$ cat src/rtl/agd_pkg.sv
package agd_pkg;

	localparam int CHANNELS_DEF = 16;
	localparam int ANGLE_W      = 19;
	localparam int THR_W        = 18;
	localparam int CNT_W        = 8;
	localparam int CH_W         = 4;
	localparam int REQ_W        = 2;
	localparam int MASK_W       = 16;
	localparam int CFG_IDX_W    = 8;
	localparam int CFG_DATA_W   = 32;
	localparam int QUEUE_DEPTH  = 2;

	localparam logic [THR_W-1:0] THR_RESET     = THR_W'(2560);
	localparam logic [CNT_W-1:0] CONFIRM_RESET = CNT_W'(3);
	localparam logic [CNT_W-1:0] CNT_MAX       = {CNT_W{1'b1}};

	typedef enum logic [REQ_W-1:0] {
		REQ_SAMPLE = 2'd0,
		REQ_START  = 2'd1,
		REQ_STOP   = 2'd2,
		REQ_RSVD   = 2'd3
	} req_t;

	typedef enum logic [2:0] {
		OP_SAMPLE,
		OP_PASS,
		OP_START,
		OP_STOP,
		OP_NONE
	} op_t;

	typedef enum logic [CFG_IDX_W-1:0] {
		REG_THRESHOLD = 8'd0,
		REG_CONFIRM   = 8'd1,
		REG_ENABLE    = 8'd2,
		REG_SKIP      = 8'd3
	} reg_idx_t;

	typedef struct packed {
		op_t                        op;
		logic [CH_W-1:0]            channel;
		logic signed [ANGLE_W-1:0]  angle;
		logic                       err;
	} job_t;

endpackage

$ cat src/rtl/agd_if.sv
interface agd_smp_if import agd_pkg::*; ();
	logic                       valid;
	logic                       ready;
	logic [REQ_W-1:0]           req_type;
	logic [CH_W-1:0]            channel;
	logic signed [ANGLE_W-1:0]  angle_in;
	logic                       sensor_error;

	modport source (output valid, req_type, channel, angle_in, sensor_error, input ready);
	modport sink (input valid, req_type, channel, angle_in, sensor_error, output ready);
endinterface

interface agd_res_if import agd_pkg::*; ();
	logic                       valid;
	logic                       ready;
	logic signed [ANGLE_W-1:0]  angle_out;
	logic                       substituted;
	logic                       jump_fault;
	logic                       streaming;

	modport source (output valid, angle_out, substituted, jump_fault, streaming, input ready);
	modport sink (input valid, angle_out, substituted, jump_fault, streaming, output ready);
endinterface

interface agd_cfg_if import agd_pkg::*; ();
	logic                   valid;
	logic                   ready;
	logic [CFG_IDX_W-1:0]   index;
	logic [CFG_DATA_W-1:0]  data;

	modport source (output valid, index, data, input ready);
	modport sink (input valid, index, data, output ready);
endinterface

$ cat src/rtl/agd_front.sv
module agd_front import agd_pkg::*; #(
	parameter int CHANNELS = CHANNELS_DEF
) (
	input  logic         clk,
	input  logic         arst_n,
	agd_smp_if.sink      smp,
	output job_t         job,
	output logic         job_valid,
	input  logic         job_ready
);

	localparam int PTR_W = (QUEUE_DEPTH > 1) ? $clog2(QUEUE_DEPTH) : 1;
	localparam logic [CH_W:0] CH_LIM = (CH_W+1)'(CHANNELS);

	job_t                 queue_q [QUEUE_DEPTH];
	logic [PTR_W-1:0]     wr_ptr_q;
	logic [PTR_W-1:0]     rd_ptr_q;
	logic [PTR_W:0]       count_q;
	logic                 push;
	logic                 pop;
	job_t                 job_in;

	// classify the incoming beat
	always_comb begin
		job_in.channel = smp.channel;
		job_in.angle   = smp.angle_in;
		job_in.err     = smp.sensor_error;
		case (req_t'(smp.req_type))
			REQ_SAMPLE: begin
				job_in.op = ({1'b0, smp.channel} < CH_LIM) ? OP_SAMPLE : OP_PASS;
			end
			REQ_START: job_in.op = OP_START;
			REQ_STOP:  job_in.op = OP_STOP;
			default:   job_in.op = OP_NONE;
		endcase
	end

	assign smp.ready = (count_q != (PTR_W+1)'(QUEUE_DEPTH));
	assign push      = smp.valid && smp.ready;
	assign job_valid = (count_q != '0);
	assign pop       = job_valid && job_ready;
	assign job       = queue_q[rd_ptr_q];

	always_ff @(posedge clk or negedge arst_n) begin
		if (!arst_n) begin
			wr_ptr_q <= '0;
			rd_ptr_q <= '0;
			count_q  <= '0;
		end else begin
			if (push) begin
				wr_ptr_q <= (wr_ptr_q == PTR_W'(QUEUE_DEPTH-1)) ? '0 : wr_ptr_q + 1'b1;
			end
			if (pop) begin
				rd_ptr_q <= (rd_ptr_q == PTR_W'(QUEUE_DEPTH-1)) ? '0 : rd_ptr_q + 1'b1;
			end
			case ({push, pop})
				2'b10:   count_q <= count_q + 1'b1;
				2'b01:   count_q <= count_q - 1'b1;
				default: count_q <= count_q;
			endcase
		end
	end

	always_ff @(posedge clk) begin
		if (push) begin
			queue_q[wr_ptr_q] <= job_in;
		end
	end

endmodule

$ cat src/rtl/agd_back.sv
module agd_back import agd_pkg::*; #(
	parameter int CHANNELS = CHANNELS_DEF
) (
	input  logic         clk,
	input  logic         arst_n,
	input  job_t         job,
	input  logic         job_valid,
	output logic         job_ready,
	agd_cfg_if.sink      cfg,
	agd_res_if.source    res
);

	localparam int IDX_W = (CHANNELS > 1) ? $clog2(CHANNELS) : 1;

	logic signed [ANGLE_W-1:0]  good_angle_q [CHANNELS];
	logic [CHANNELS-1:0]        good_valid_q;
	logic [CNT_W-1:0]           dev_cnt_q [CHANNELS];
	logic                       stream_q;
	logic                       fault_q;

	logic [THR_W-1:0]           thr_q;
	logic [CNT_W-1:0]           confirm_q;
	logic                       enable_q;
	logic [MASK_W-1:0]          skip_q;

	logic                       res_valid_q;
	logic signed [ANGLE_W-1:0]  res_angle_q;
	logic                       res_subst_q;

	logic                       take;
	logic [IDX_W-1:0]           idx;
	logic signed [ANGLE_W-1:0]  cur_good;
	logic [CNT_W-1:0]           cur_cnt;
	logic [CNT_W-1:0]           cnt_inc;
	logic signed [ANGLE_W:0]    diff;
	logic [ANGLE_W:0]           mag;
	logic                       is_jump;
	logic                       detect;

	logic                       fault_d;
	logic                       stream_d;
	logic signed [ANGLE_W-1:0]  angle_d;
	logic                       subst_d;
	logic                       clear_all;
	logic                       wr_good;
	logic                       set_valid;
	logic                       clr_valid;
	logic                       wr_cnt;
	logic [CNT_W-1:0]           cnt_d;

	assign cfg.ready = 1'b1;

	assign job_ready = !res_valid_q || res.ready;
	assign take      = job_valid && job_ready;

	assign idx      = job.channel[IDX_W-1:0];
	assign cur_good = good_angle_q[idx];
	assign cur_cnt  = dev_cnt_q[idx];
	assign cnt_inc  = (cur_cnt == CNT_MAX) ? cur_cnt : cur_cnt + 1'b1;
	assign diff     = {job.angle[ANGLE_W-1], job.angle} - {cur_good[ANGLE_W-1], cur_good};
	assign mag      = diff[ANGLE_W] ? (ANGLE_W+1)'(0) - diff : diff;
	assign is_jump  = (mag >= {{(ANGLE_W+1-THR_W){1'b0}}, thr_q});
	assign detect   = enable_q && stream_q && good_valid_q[idx] && !skip_q[job.channel];

	always_comb begin
		fault_d   = fault_q;
		stream_d  = stream_q;
		angle_d   = '0;
		subst_d   = 1'b0;
		clear_all = 1'b0;
		wr_good   = 1'b0;
		set_valid = 1'b0;
		clr_valid = 1'b0;
		wr_cnt    = 1'b0;
		cnt_d     = '0;
		case (job.op)
			OP_START: begin
				fault_d   = 1'b0;
				stream_d  = 1'b1;
				clear_all = 1'b1;
			end
			OP_STOP: stream_d = 1'b0;
			OP_PASS: angle_d = job.angle;
			OP_SAMPLE: begin
				angle_d = job.angle;
				if (job.err) begin
					clr_valid = 1'b1;
				end else if (detect) begin
					wr_cnt = 1'b1;
					if (is_jump) begin
						cnt_d = cnt_inc;
						if (cnt_inc >= confirm_q) begin
							fault_d  = 1'b1;
							stream_d = 1'b0;
						end else begin
							angle_d = cur_good;
							subst_d = 1'b1;
						end
					end else begin
						wr_good = 1'b1;
					end
				end else begin
					wr_good   = 1'b1;
					set_valid = 1'b1;
					wr_cnt    = 1'b1;
				end
			end
			default: angle_d = '0;
		endcase
	end

	always_ff @(posedge clk or negedge arst_n) begin
		if (!arst_n) begin
			good_valid_q <= '0;
			for (int i = 0; i < CHANNELS; i++) begin
				dev_cnt_q[i] <= '0;
			end
			stream_q    <= 1'b0;
			fault_q     <= 1'b0;
			res_valid_q <= 1'b0;
			thr_q       <= THR_RESET;
			confirm_q   <= CONFIRM_RESET;
			enable_q    <= 1'b1;
			skip_q      <= '0;
		end else begin
			if (cfg.valid) begin
				case (reg_idx_t'(cfg.index))
					REG_THRESHOLD: thr_q     <= cfg.data[THR_W-1:0];
					REG_CONFIRM:   confirm_q <= cfg.data[CNT_W-1:0];
					REG_ENABLE:    enable_q  <= cfg.data[0];
					REG_SKIP:      skip_q    <= cfg.data[MASK_W-1:0];
					default:       thr_q     <= thr_q;
				endcase
			end
			if (take) begin
				res_valid_q <= 1'b1;
				stream_q    <= stream_d;
				fault_q     <= fault_d;
				if (clear_all) begin
					good_valid_q <= '0;
					for (int i = 0; i < CHANNELS; i++) begin
						dev_cnt_q[i] <= '0;
					end
				end
				if (set_valid) begin
					good_valid_q[idx] <= 1'b1;
				end
				if (clr_valid) begin
					good_valid_q[idx] <= 1'b0;
				end
				if (wr_cnt) begin
					dev_cnt_q[idx] <= cnt_d;
				end
			end else if (res.ready) begin
				res_valid_q <= 1'b0;
			end
		end
	end

	always_ff @(posedge clk) begin
		if (take) begin
			res_angle_q <= angle_d;
			res_subst_q <= subst_d;
			if (wr_good) begin
				good_angle_q[idx] <= job.angle;
			end
		end
	end

	assign res.valid       = res_valid_q;
	assign res.angle_out   = res_angle_q;
	assign res.substituted = res_subst_q;
	assign res.jump_fault  = fault_q;
	assign res.streaming   = stream_q;

endmodule

$ cat src/rtl/angle_jump_glitch_detector_top.sv
// Angle jump glitch detector.
// smp: one beat per angle sample or start/stop request (req_type, channel,
//   angle_in, sensor_error). res: one beat per smp beat, in order, carrying
//   angle_out, substituted, and the fault latch and stream mode after it.
// cfg: register writes (index, data), always ready; write only while idle.
// A beat taken on smp is queued, then held in the result register for res.
// Throughput: one beat per cycle while res is not stalled, set by the
//   combinational subtract, compare and counter update on the selected
//   channel's state in the back end. A two-entry queue between the two
//   ends plus the result register let smp keep taking beats while res is
//   stalled until the queue fills; then smp.ready drops until res.ready returns.
// Reset: standby, fault clear, all channel validity bits and counters zero,
//   registers at their reset values; no beats are pending.
module angle_jump_glitch_detector_top import agd_pkg::*; #(
	parameter int CHANNELS = CHANNELS_DEF
) (
	input  logic         clk,
	input  logic         arst_n,
	agd_smp_if.sink      smp,
	agd_res_if.source    res,
	agd_cfg_if.sink      cfg
);

	job_t job;
	logic job_valid;
	logic job_ready;

	agd_front #(
		.CHANNELS (CHANNELS)
	) u_front (
		.clk       (clk),
		.arst_n    (arst_n),
		.smp       (smp),
		.job       (job),
		.job_valid (job_valid),
		.job_ready (job_ready)
	);

	agd_back #(
		.CHANNELS (CHANNELS)
	) u_back (
		.clk       (clk),
		.arst_n    (arst_n),
		.job       (job),
		.job_valid (job_valid),
		.job_ready (job_ready),
		.cfg       (cfg),
		.res       (res)
	);

endmodule

$ cat src/flat_wrapper.sv
// flat-port wrapper written by rule: the top's interface ports become plain ports
module angle_jump_glitch_detector_top_flat import agd_pkg::*;
#(
	parameter int CHANNELS = CHANNELS_DEF
)
  (clk, arst_n, smp_valid, smp_req_type, smp_channel, smp_angle_in, smp_sensor_error, smp_ready, res_valid, res_angle_out, res_substituted, res_jump_fault, res_streaming, res_ready, cfg_valid, cfg_index, cfg_data, cfg_ready);
  agd_smp_if smp_i ();
  agd_res_if res_i ();
  agd_cfg_if cfg_i ();
  input  logic clk;
  input  logic arst_n;
  input wire logic [$bits(smp_i.valid)-1:0] smp_valid;
  input wire logic [$bits(smp_i.req_type)-1:0] smp_req_type;
  input wire logic [$bits(smp_i.channel)-1:0] smp_channel;
  input wire logic [$bits(smp_i.angle_in)-1:0] smp_angle_in;
  input wire logic [$bits(smp_i.sensor_error)-1:0] smp_sensor_error;
  output wire logic [$bits(smp_i.ready)-1:0] smp_ready;
  output wire logic [$bits(res_i.valid)-1:0] res_valid;
  output wire logic [$bits(res_i.angle_out)-1:0] res_angle_out;
  output wire logic [$bits(res_i.substituted)-1:0] res_substituted;
  output wire logic [$bits(res_i.jump_fault)-1:0] res_jump_fault;
  output wire logic [$bits(res_i.streaming)-1:0] res_streaming;
  input wire logic [$bits(res_i.ready)-1:0] res_ready;
  input wire logic [$bits(cfg_i.valid)-1:0] cfg_valid;
  input wire logic [$bits(cfg_i.index)-1:0] cfg_index;
  input wire logic [$bits(cfg_i.data)-1:0] cfg_data;
  output wire logic [$bits(cfg_i.ready)-1:0] cfg_ready;
  assign smp_i.valid = smp_valid;
  assign smp_i.req_type = smp_req_type;
  assign smp_i.channel = smp_channel;
  assign smp_i.angle_in = smp_angle_in;
  assign smp_i.sensor_error = smp_sensor_error;
  assign smp_ready = smp_i.ready;
  assign res_valid = res_i.valid;
  assign res_angle_out = res_i.angle_out;
  assign res_substituted = res_i.substituted;
  assign res_jump_fault = res_i.jump_fault;
  assign res_streaming = res_i.streaming;
  assign res_i.ready = res_ready;
  assign cfg_i.valid = cfg_valid;
  assign cfg_i.index = cfg_index;
  assign cfg_i.data = cfg_data;
  assign cfg_ready = cfg_i.ready;
  angle_jump_glitch_detector_top #(.CHANNELS(CHANNELS)) u_core (.clk(clk), .arst_n(arst_n), .smp(smp_i), .res(res_i), .cfg(cfg_i));
endmodule
$ cat config.mk
export PLATFORM = sky130hd
export DESIGN_NAME = angle_jump_glitch_detector_top_flat
export DESIGN_NICKNAME = d
export VERILOG_FILES = /design/src/rtl/agd_pkg.sv /design/src/rtl/agd_if.sv /design/src/rtl/agd_front.sv /design/src/rtl/agd_back.sv /design/src/rtl/angle_jump_glitch_detector_top.sv /design/src/flat_wrapper.sv
export SDC_FILE = /design/constraint.sdc
export NUM_CORES = 1
export LEC_CHECK = 0
export BUFFER_PORTS_ARGS = -buffer_cell sky130_fd_sc_hd__clkbuf_2
export CELL_PAD_IN_SITES_DETAIL_PLACEMENT = 1
export CELL_PAD_IN_SITES_GLOBAL_PLACEMENT = 1
export CORE_ASPECT_RATIO = 1.1
export CORE_MARGIN = 2
export CORE_UTILIZATION = 35
export DETAILED_ROUTE_END_ITERATION = 16
export GPL_TIMING_DRIVEN = 0
export PLACE_DENSITY = 0.66
export SETUP_SLACK_MARGIN = 0.02
export SYNTH_ARGS = -nofsm -noshare
export SYNTH_HDL_FRONTEND = slang
export SYNTH_HIERARCHICAL = 1
export SYNTH_SLANG_ARGS = --single-unit
export TNS_END_PERCENT = 50
$ cat constraint.sdc
create_clock -name clk -period 17.6 [get_ports clk]
set_clock_uncertainty 0.15 [all_clocks]
set_input_delay 1.76 -clock clk [delete_from_list [all_inputs] [get_ports clk]]
set_output_delay 1.76 -clock clk [all_outputs]
set_load 0.005 [all_outputs]
==> results.json, run 1 <==
{
  "cpMaxStageDelayCell": "sky130_fd_sc_hd__nor2_2",
  "endpoint": "u_core/u_back/good_angle_q[8][4]",
  "fin_nets": 1892,
  "post_synth_most_frequent_cells": "378 x sky130_fd_sc_hd__edfxtp_1, 189 x sky130_fd_sc_hd__dfrtp_1, 131 x sky130_fd_sc_hd__mux4_2",
  "synth_area_sq_mm": 0.02559,
  "globalRouteMet2Util": 0.3404,
  "filler_cells_inserted": 7229,
  "p_sw_frac": 0.4159,
  "hold_slack_ns": 0.3344,
  "critical_path_required_ns": 17.68,
  "post_cts_resized": 0,
  "clock-root-buffer": "sky130_fd_sc_hd__clkbuf_16",
  "dr_total_vias": 15950,
  "grt_use_met3": 0.03143,
  "synth_top_cell_by_area": "sky130_fd_sc_hd__edfxtp_1",
  "netlist_top_cells_area": "sky130_fd_sc_hd__edfxtp_1 44%, sky130_fd_sc_hd__dfrtp_1 18%, sky130_fd_sc_hd__mux4_2 12%",
  "ios": 96,
  "fraction_of_registers_with_async_set_reset": 0.3392,
  "final_worst_path_period_share": 0.6397,
  "post_cts_hold_buffer_count": 0,
  "status": "complete, no violations",
  "path_class": "flop to flop",
  "synth-seq-cells": 572,
  "number_of_setup_violations_in_the_final_report": 0,
  "worst_slew_margin_rel": 0.01715,
  "leak_nw": 10.83,
  "yosysUniqueCellTypes": 84,
  "timing.rr.end": "u_core/u_back/good_angle_q[8][4]",
  "avgRoutedWirePerCell_um": 27.07,
  "critical_path.endpoint_type": "flop",
  "die_w_um": 261.8,
  "number_of_cells_traversed_by_the_worst_register_to_register_path": 36,
  "cts_inserted_buffers": 59,
  "number_of_global_route_vias_before_repair": 16990,
  "synth_sequential_area_ratio": 0.6334,
  "placement.setup.worst_slack_ns": 6.278,
  "power.density_cell_area_mw_per_mm2": 194.3,
  "period_minus_slack_ns": 11.26,
  "post_synth_edffs": 378,
  "die_height_um": 287.6,
  "clk_pin_slew_ns": 0.06,
  "floorplan.core_area_sq_mm": 0.07274,
  "rsz0062_at_grt": "no",
  "synth.most_common_cell": "sky130_fd_sc_hd__edfxtp_1",
  "tritoncts": "done",
  "place_congestion": 0.8500,
  "detailedRoute.firstPassIterationCount": 5,
  "drtAntennaViolNets": 0,
  "hold_class": "flop to flop",
  "yosysTopAreaCellShare": 0.4435,
  "maxCapViolCount": 0,
  "power.switching_mw": 2.382,
  "worstSetupStartpointType": "flop",
  "postLayoutSetupSlackWorst_ns": 6.342,
  "timing.critical_path.mode_cell": "sky130_fd_sc_hd__buf_6",
  "cts_buffer_depth": 3,
  "worstSkewPairLatency_ns": 0.65,
  "routing_usage_on_met1": 0.2657,
  "worst_r2r_startpoint": "u_core/u_front/rd_ptr_q",
  "final.setup.tns_ns": 0,
  "dieArea_sq_mm": 0.07531,
  "grt_pass1_wl_mm": 111.8,
  "core.rowCount": 104,
  "finalHoldViolCount": 0,
  "r2r_slack_ns": 6.34,
  "synthesis.area_per_instance_sq_um": 15.80,
  "place.port_buffers": 80,
  "synthesis.instances": 1620,
  "synthesis.yosys.warnings": 6,
  "global_route.overflow_total": 0,
  "power.share.sequential": 0.290,
  "crit_path_start": "u_core/u_front/rd_ptr_q",
  "max_stage_delay_ns": 1.05,
  "grt.busiest_layer": "met2",
  "peak_clock_frequency_supported_by_timing_mhz": 88.83,
  "cts_num_sinks": 572,
  "max_slew.worst_pin.slew_ns": 1.459,
  "crit_fanout": 19,
  "initial_core_util": 0.3519,
  "power.clock.fraction": 0.227,
  "grt_max_degree": 114,
  "cts.repair_timing.setup_buffer_count": 0,
  "grt_antenna_before_repair": 4,
  "remaining_drc_errors": 0,
  "internal_power_mw": 3.345,
  "vias_per_cell": 5.748,
  "slew_violations": 0,
  "depth_of_the_cts_h_tree": 2,
  "timing.critical_path.arrival_ns": 11.34,
  "synth_fp_nets": 1742,
  "postRouteWirelength_mm": 75.13,
  "irDropWorstVdd_mv": 0.1218,
  "detailedPlacementHpwl_mm": 51.83,
  "synth_top_flop_cell": "sky130_fd_sc_hd__edfxtp_1",
  "drt_iter0_markers": 1379,
  "drive_above_1_share": 0.2617,
  "area_growth_pct": 15.15,
  "comb_power_share": 0.484,
  "groute.usage.overall": 0.2014
}
==> worst max-delay path: cells and delay by family, from the launching register on <==
| kind | cells | cell delay [ns] |
|---|---|---|
| multiplexers | 3 | 1.17 |
| flip-flops | 1 | 0.38 |
| AND/OR/NAND/NOR | 5 | 2.10 |
| XOR/XNOR | 2 | 0.55 |
| buffers and inverters | 12 | 3.13 |
| AO/OA/AOI/OAI | 12 | 2.75 |
| adder cells (fa/ha/maj) | 2 | 0.60 |
==> layer usage <==
layer	vias to the layer above	routed length [um]
li1	6757	-
met1	8518	31120
met2	543	37690
met3	129	4201
met4	4	2087
met5	-	27
==> cell families after synthesis <==
group	share of synthesized area
mux	0.1403
buf+inv	0.02928
compound gates	0.1091
fa+ha+maj	0.02522
flops	0.6334
other cells	0.0001465
xor+xnor	0.01193
simple gates	0.05060
==> flip-flops by register name (all words and copies together), names as in the netlist <==
register,flops
u_core/u_front/rd_ptr_q,1
u_core/u_back/res.angle_out,19
u_core/u_back/res.substituted,1
u_core/u_back/confirm_q,8
u_core/u_front/count_q,2
u_core/u_back/dev_cnt_q,128
u_core/u_back/good_valid_q,16
u_core/u_back/res.jump_fault,1
u_core/u_back/res.streaming,1
u_core/u_back/skip_q,16
u_core/u_back/good_angle_q,304
u_core/u_back/res.valid,1
u_core/u_front/queue_q,54
u_core/u_back/thr_q,18
u_core/u_front/wr_ptr_q,1
u_core/u_back/enable_q,1
==> cell type report <==
cell class | instances | area, sq um | share of cell area
repair buffers | 89 | 544.3 | 0.01847
clock buffers | 77 | 1665 | 0.05650
plain buffers | 96 | 521.8 | 0.01770
inverters | 61 | 229.0 | 0.007769
clock inverters | 33 | 384.1 | 0.01303
multi-input cells | 891 | 8718 | 0.2958
flip-flops and latches | 572 | 16210 | 0.5501
well taps | 954 | 1194 | 0.04050
diodes | 2 | 5.005 | 0.0001698
==> metrics by stage <==
step	cell area (sq um)	std cells	power [mW]	utilization
after CTS	29430	2769	5.766	0.4046
after global routing	29470	2774	6.059	0.4052
after detailed placement	27380	2659	4.455	0.3764
final	29470	2775	5.727	0.4052
after global placement	27190	2654	4.333	0.3738
after floorplan	25590	1620	3.549	-
==> placed cells by master, fill, tap and decap left out, types with 19 or more instances in the layout <==
cell and instances:
sky130_fd_sc_hd__a31oi_1 19, sky130_fd_sc_hd__a32o_1 96, sky130_fd_sc_hd__mux4_2 131, sky130_fd_sc_hd__nand2_1 78, sky130_fd_sc_hd__dfrtp_1 189, sky130_fd_sc_hd__clkbuf_2 81
sky130_fd_sc_hd__nor2_1 59, sky130_fd_sc_hd__xnor2_1 23, sky130_fd_sc_hd__clkbuf_16 60, sky130_fd_sc_hd__inv_1 60, sky130_fd_sc_hd__o21ai_0 82, sky130_fd_sc_hd__a21oi_1 35
sky130_fd_sc_hd__a22o_1 51, sky130_fd_sc_hd__buf_2 34, sky130_fd_sc_hd__edfxtp_1 378, sky130_fd_sc_hd__ha_1 50, sky130_fd_sc_hd__mux2_2 55, sky130_fd_sc_hd__clkbuf_1 46
==> worst min-delay path by stage <==
stage,startpoint,end,slack (ns),cells after the start
floorplan,u_core/u_front/count_q[1],u_core/u_front/count_q[1],0.31,1
detailed placement,u_core/u_back/dev_cnt_q[65],u_core/u_back/dev_cnt_q[65],0.33,1
CTS,u_core/u_back/dev_cnt_q[65],u_core/u_back/dev_cnt_q[65],0.34,1
global placement,u_core/u_back/dev_cnt_q[9],u_core/u_back/dev_cnt_q[9],0.32,1
global route,u_core/u_back/dev_cnt_q[40],u_core/u_back/dev_cnt_q[40],0.35,1
finish,u_core/u_back/dev_cnt_q[65],u_core/u_back/dev_cnt_q[65],0.33,1
==> power groups by stage <==
stage	combinational [mW]	sequential [mW]	clock, mW
final	2.77	1.66	1.30
after global routing	3.02	1.67	1.38
after CTS	2.78	1.66	1.33
after detailed placement	2.77	1.69	0
after global placement	2.65	1.68	0
after floorplan	1.88	1.67	0
Note: power is estimated with default switching activity, not from simulation.
==> inputs of run 2 (changes only) <==
Clock period 17.6 ns to 11.55 ns, I/O delays scaled along.
==> run 2 against run 1 <==
  * Register-to-register slack got worse by 5.9 ns
  * Combinational power increased by 52%
  * Count of clock-buffer cells in the layout unchanged
  * Wire length decreased by 0.15%
  * Design area increased by 0.34%
  * Via count decreased by 0.43%
  * Clock power increased by 52%
  * Critical path type unchanged
  * Maximum frequency increased by 1.4%
  * Final cell count increased by 0.14%
  * Highest routed layer unchanged
==> results.json, run 2 (synthesis results as in run 1) <==
{
  "top_layer_used": "met5",
  "dpl_cell_area_sq_mm": 0.02738,
  "global_route.overflow_total": 0,
  "met2RoutedLength_mm": 37.65,
  "critical_path_required_ns": 11.65,
  "routedLengthMet1_mm": 30.74,
  "clk_pin_slew_ns": 0.06,
  "dr_total_vias": 15880,
  "grt_pass1_wl_mm": 111.8,
  "final.setup.tns_ns": 0,
  "depth_of_the_cts_h_tree": 2,
  "largest_registers": "u_core/u_back/good_angle_q (304), u_core/u_back/dev_cnt_q (128), u_core/u_front/queue_q (54)",
  "cts_buffer_depth": 3,
  "worstSetupStartpointType": "flop",
  "hold_class": "flop to flop",
  "maxCapViolCount": 0,
  "detailedRoute.firstPassIterationCount": 5,
  "power.density_cell_area_mw_per_mm2": 295.0,
  "path_class": "flop to flop",
  "drt_iter0_markers": 1483,
  "cpLargestDelayFamily": "compound AO/OA/AOI/OAI gates",
  "clock-root-buffer": "sky130_fd_sc_hd__clkbuf_16",
  "floorplan.core_area_sq_mm": 0.07274,
  "fin_nets": 1897,
  "rsz0062_at_grt": "yes",
  "tritoncts": "done",
  "max_stage_delay_ns": 1.08,
  "critPathBufInv": 12,
  "drtAntennaViolNets": 0,
  "area_growth_pct": 15.55,
  "leak_nw": 10.88,
  "final_worst_path_period_share": 0.9609,
  "dieArea_sq_mm": 0.07531,
  "max_slew.worst_pin.slew_ns": 1.425,
  "number_of_global_route_vias_before_repair": 16990,
  "place.port_buffers": 80,
  "period_minus_slack_ns": 11.10,
  "die_w_um": 261.8,
  "grt_max_degree": 114,
  "peak_clock_frequency_supported_by_timing_mhz": 90.10,
  "timing.critical_path.arrival_ns": 11.20,
  "top_reg_by_flops": "u_core/u_back/good_angle_q",
  "finalHoldViolCount": 0,
  "postRouteWirelength_mm": 75.02,
  "worst_slew_margin_rel": 0.04895,
  "cts_num_sinks": 572,
  "grt_antenna_before_repair": 4,
  "place_congestion": 0.8500,
  "layout.cells.most_common": "sky130_fd_sc_hd__edfxtp_1",
  "slew_violations": 0,
  "worstSkewPairLatency_ns": 0.65,
  "detailedPlacementHpwl_mm": 51.83,
  "initial_core_util": 0.3519,
  "critical_path.endpoint_type": "flop",
  "core.rowCount": 104,
  "die_height_um": 287.6,
  "route.met3.wl_mm": 4.465,
  "timing.critical_path.mode_cell": "sky130_fd_sc_hd__buf_6",
  "irDropWorstVdd_mv": 0.1862,
  "cpMaxStageDelayCell": "sky130_fd_sc_hd__nor2_2",
  "avgRoutedWirePerCell_um": 26.99,
  "finished_layout_cell_area_sq_mm": 0.02957,
  "crit_fanout": 19,
  "number_of_setup_violations_in_the_final_report": 0,
  "ios": 96,
  "drive_above_1_share": 0.2648,
  "number_of_flip_flops_under_the_largest_register_name": 304,
  "cts_inserted_buffers": 59,
  "remaining_drc_errors": 0,
  "status": "complete, no violations",
  "vias_per_cell": 5.715,
  "groute.usage.overall": 0.2014,
  "most-common-layout-cells": "378 x sky130_fd_sc_hd__edfxtp_1, 189 x sky130_fd_sc_hd__dfrtp_1, 131 x sky130_fd_sc_hd__mux4_2"
}
-- run 2: changes by cell type in the layout (fill, tap and decap cells not counted) --
cell                       previous run  this run
sky130_fd_sc_hd__clkbuf_2            81        83
sky130_fd_sc_hd__clkbuf_1            46        44
sky130_fd_sc_hd__diode_2              2         1
sky130_fd_sc_hd__buf_12               0         5
-- run 2: cell type report --
type | count | area, sq um
Clock inverter | 33 | 384.1
Tap cell | 954 | 1194
Fill cell | 7225 | 43170
Timing Repair Buffer | 94 | 644.4
Sequential cell | 572 | 16210
Buffer | 96 | 524.3
Clock buffer | 77 | 1665
Inverter | 61 | 229.0
Multi-Input combinational cell | 891 | 8718
Antenna cell | 1 | 2.502
-- run 2: worst paths after layout --
| kind | startpoint | endpoint | slack (ns) | depth (start not counted) |
|---|---|---|---|---|
| max in group asynchronous | arst_n | u_core/u_back/thr_q[13] | 9.84 | 2 |
| min reg2reg | u_core/u_back/dev_cnt_q[65] | u_core/u_back/dev_cnt_q[65] | 0.33 | 1 |
| max reg2reg | u_core/u_front/rd_ptr_q | u_core/u_back/good_angle_q[11][10] | 0.45 | 35 |
| min in group asynchronous | arst_n | u_core/u_back/dev_cnt_q[3] | 0.41 | 1 |
| max | u_core/u_front/rd_ptr_q | u_core/u_back/good_angle_q[11][10] | 0.45 | 35 |
| min | u_core/u_back/dev_cnt_q[65] | u_core/u_back/dev_cnt_q[65] | 0.33 | 1 |
-- run 2: report_power, final --
part | switching (mW) | internal [mW]
Sequential | 0.0488 | 2.48
Combinational | 2.75 | 1.47
Clock | 0.827 | 1.15
Total | 3.62 | 5.10
-- run 2: stage by stage --
stage                     worst slack (ns)  hold slack (ns)  power (mW)  instances    util
after floorplan                      2.699           0.3064       5.408       1620       -
after global placement             -0.2988           0.3177       6.603       2654  0.3738
after detailed placement            0.2277           0.3264       6.788       2659  0.3764
after CTS                           0.2041           0.3391       8.786       2769  0.4046
after global routing               -0.1792           0.3515       9.234       2779  0.4066
final                               0.4512           0.3335       8.723       2779  0.4066
-- run 2: per-layer routing --
layer  up-vias  GRT usage
li1       6765          -
met1      8411     0.2657
met2       564     0.3404
met3       138    0.03143
met4         4    0.06420
met5         -          0
-- run 2: what timing repair did --
action | 4_1_cts | 5_1_grt
hold buffers | 0 | 0
setup endpoints to repair | 0 | 185
setup buffers | 0 | 5
resized for setup | 0 | 6
==> inputs of run 3 (changes only) <==
Settings changed: CAP_MARGIN set to 20, PLACE_DENSITY 0.66 to 0.68.
Clock period 11.55 ns to 9 ns, I/O delays scaled along.
==> run 3 against run 2 <==
  * Critical path depth increased by 2
  * Design area increased by 2.7%
  * Critical path type unchanged
  * Hold slack got worse by 0.14 ns
  * Utilization increased by 1.1 points
  * Setup slack got worse by 0.077 ns
  * Final cell count increased by 1.9%
  * Highest routed layer unchanged
==> results.json, run 3 (synthesis results as in run 1) <==
{
  "status": "complete, no violations",
  "cpMaxStageDelayCell": "sky130_fd_sc_hd__mux4_2",
  "grt_antenna_before_repair": 4,
  "postRouteWirelength_mm": 77.98,
  "dieArea_sq_mm": 0.07531,
  "hold_class": "input port to asynchronous set/reset pin",
  "clock-root-buffer": "sky130_fd_sc_hd__clkbuf_16",
  "critical_path_required_ns": 9.18,
  "cts_buffer_depth": 3,
  "floorplan.core_area_sq_mm": 0.07274,
  "worst_slew_margin_rel": 0.2726,
  "drtAntennaViolNets": 0,
  "worstSetupStartpointType": "flop",
  "largest_registers": "u_core/u_back/good_angle_q (304), u_core/u_back/dev_cnt_q (128), u_core/u_front/queue_q (54)",
  "post_cts_hold_buffer_count": 0,
  "finalHoldViolCount": 0,
  "top_reg_by_flops": "u_core/u_back/good_angle_q",
  "die_w_um": 261.8,
  "most-common-layout-cells": "378 x sky130_fd_sc_hd__edfxtp_1, 189 x sky130_fd_sc_hd__dfrtp_1, 131 x sky130_fd_sc_hd__mux4_2",
  "rsz0062_at_grt": "no",
  "drt_iter0_markers": 1563,
  "number_of_flip_flops_under_the_largest_register_name": 304,
  "power.density_cell_area_mw_per_mm2": 382.6,
  "irDropWorstVdd_mv": 0.2278,
  "tritoncts": "done",
  "core.rowCount": 104,
  "place.port_buffers": 80,
  "avgRoutedWirePerCell_um": 27.53,
  "power.total_mw": 11.62,
  "drive_above_1_share": 0.3023,
  "grt_max_degree": 112,
  "cts_inserted_buffers": 59,
  "crit_fanout": 13,
  "timing.critical_path.mode_cell": "sky130_fd_sc_hd__buf_6",
  "dr_total_vias": 16340,
  "remaining_drc_errors": 0,
  "period_minus_slack_ns": 8.626,
  "initial_core_util": 0.3519,
  "ios": 96,
  "path_class": "flop to flop",
  "number_of_setup_violations_in_the_final_report": 0,
  "vias_per_cell": 5.767,
  "groute.usage.overall": 0.2087,
  "placement.setup.worst_slack_ns": -2.061,
  "postLayoutSetupSlackWorst_ns": 0.3737,
  "dpl_cell_area_sq_mm": 0.02749,
  "maxCapViolCount": 0,
  "final.setup.tns_ns": 0,
  "peak_clock_frequency_supported_by_timing_mhz": 115.9,
  "clk_pin_slew_ns": 0.06,
  "global_route.overflow_total": 0,
  "detailedPlacementHpwl_mm": 52.85,
  "layout.cells.most_common": "sky130_fd_sc_hd__edfxtp_1",
  "depth_of_the_cts_h_tree": 2,
  "max_stage_delay_ns": 0.55,
  "final_worst_path_period_share": 0.9585,
  "finished_layout_cell_area_sq_mm": 0.03037,
  "antenna_cells_inserted": 0,
  "max_slew.worst_pin.slew_ns": 1.083,
  "grt_pass1_wl_mm": 116.1,
  "detailedRoute.firstPassIterationCount": 5,
  "leak_nw": 11.22,
  "place_congestion": 0.8763,
  "slew_violations": 0,
  "worstSkewPairLatency_ns": 0.66,
  "timing.critical_path.arrival_ns": 8.81,
  "cts_num_sinks": 572,
  "die_height_um": 287.6,
  "number_of_global_route_vias_before_repair": 17450,
  "critical_path.endpoint_type": "flop",
  "filler_cells_inserted": 7206,
  "fin_nets": 1951,
  "area_growth_pct": 18.65
}
run 3: changes by cell type in the layout (fill, tap and decap cells not counted), moves of 7 or more:
cell,before,now
sky130_fd_sc_hd__clkbuf_4,0,7
sky130_fd_sc_hd__buf_12,5,22
sky130_fd_sc_hd__buf_8,2,10
sky130_fd_sc_hd__buf_4,9,39
sky130_fd_sc_hd__a21oi_1,35,27
run 3: stage by stage:
step | std cells | utilization | hold WS (ns)
2_1_floorplan | 1620 | - | 0.3064
3_3_place_gp | 2654 | 0.3738 | 0.3172
3_5_place_dp | 2674 | 0.3780 | 0.3287
4_1_cts | 2818 | 0.4141 | 0.2575
5_1_grt | 2833 | 0.4175 | 0.2858
6_report | 2833 | 0.4175 | 0.1946
run 3: power by group:
part           internal (mW)  switching, mW
combinational           2.19           3.78
clock                   1.33           1.08
sequential              3.18         0.0670
total                   6.69           4.93
run 3: repair_timing:
action / 4_1_cts / 5_1_grt
setup endpoints to repair: 454 / 322
cloned: 0 / 0
resized for setup: 72 / 40
setup buffers: 35 / 12
pin swaps: 18 / 8
run 3: cell type report:
cell class,instances,area [sq um],area share
Inverter,61,229.0,0.007540
Buffer,94,690.7,0.02274
Sequential cell,572,16210,0.5338
Timing Repair Buffer,150,1227,0.04042
Multi-Input combinational cell,891,8904,0.2932
Clock buffer,77,1604,0.05282
Clock inverter,34,309.0,0.01018
Tap cell,954,1194,0.03930
run 3: worst paths after layout:
path	from	endpoint	depth (start not counted)	slack, ns
max	u_core/u_front/rd_ptr_q	u_core/u_back/good_angle_q[10][11]	37	0.37
min	arst_n	u_core/u_back/dev_cnt_q[108]	1	0.19
max reg2reg	u_core/u_front/rd_ptr_q	u_core/u_back/good_angle_q[10][11]	37	0.37
min reg2reg	u_core/u_front/count_q[1]	u_core/u_front/count_q[1]	1	0.34
max in group asynchronous	arst_n	u_core/u_back/thr_q[9]	2	7.50
min in group clk	smp_angle_in[14]	u_core/u_front/queue_q[0][15]	1	0.31
run 3: metal layers:
layer,share of wire,global-route usage
met1,0.41,0.2765
met4,0.035,0.07131
met3,0.062,0.03592
met5,0.00044,0
met2,0.49,0.3467
run 3: worst max-delay path, delay by kind of cell, from the launching register on:
kind                     cells  cell delay, ns
multiplexers                 3            1.21
AND/OR/NAND/NOR              3            0.80
buffers and inverters       14            2.29
XOR/XNOR                     1            0.19
flip-flops                   1            0.34
adder cells (fa/ha/maj)      2            0.61
AO/OA/AOI/OAI               14            2.65
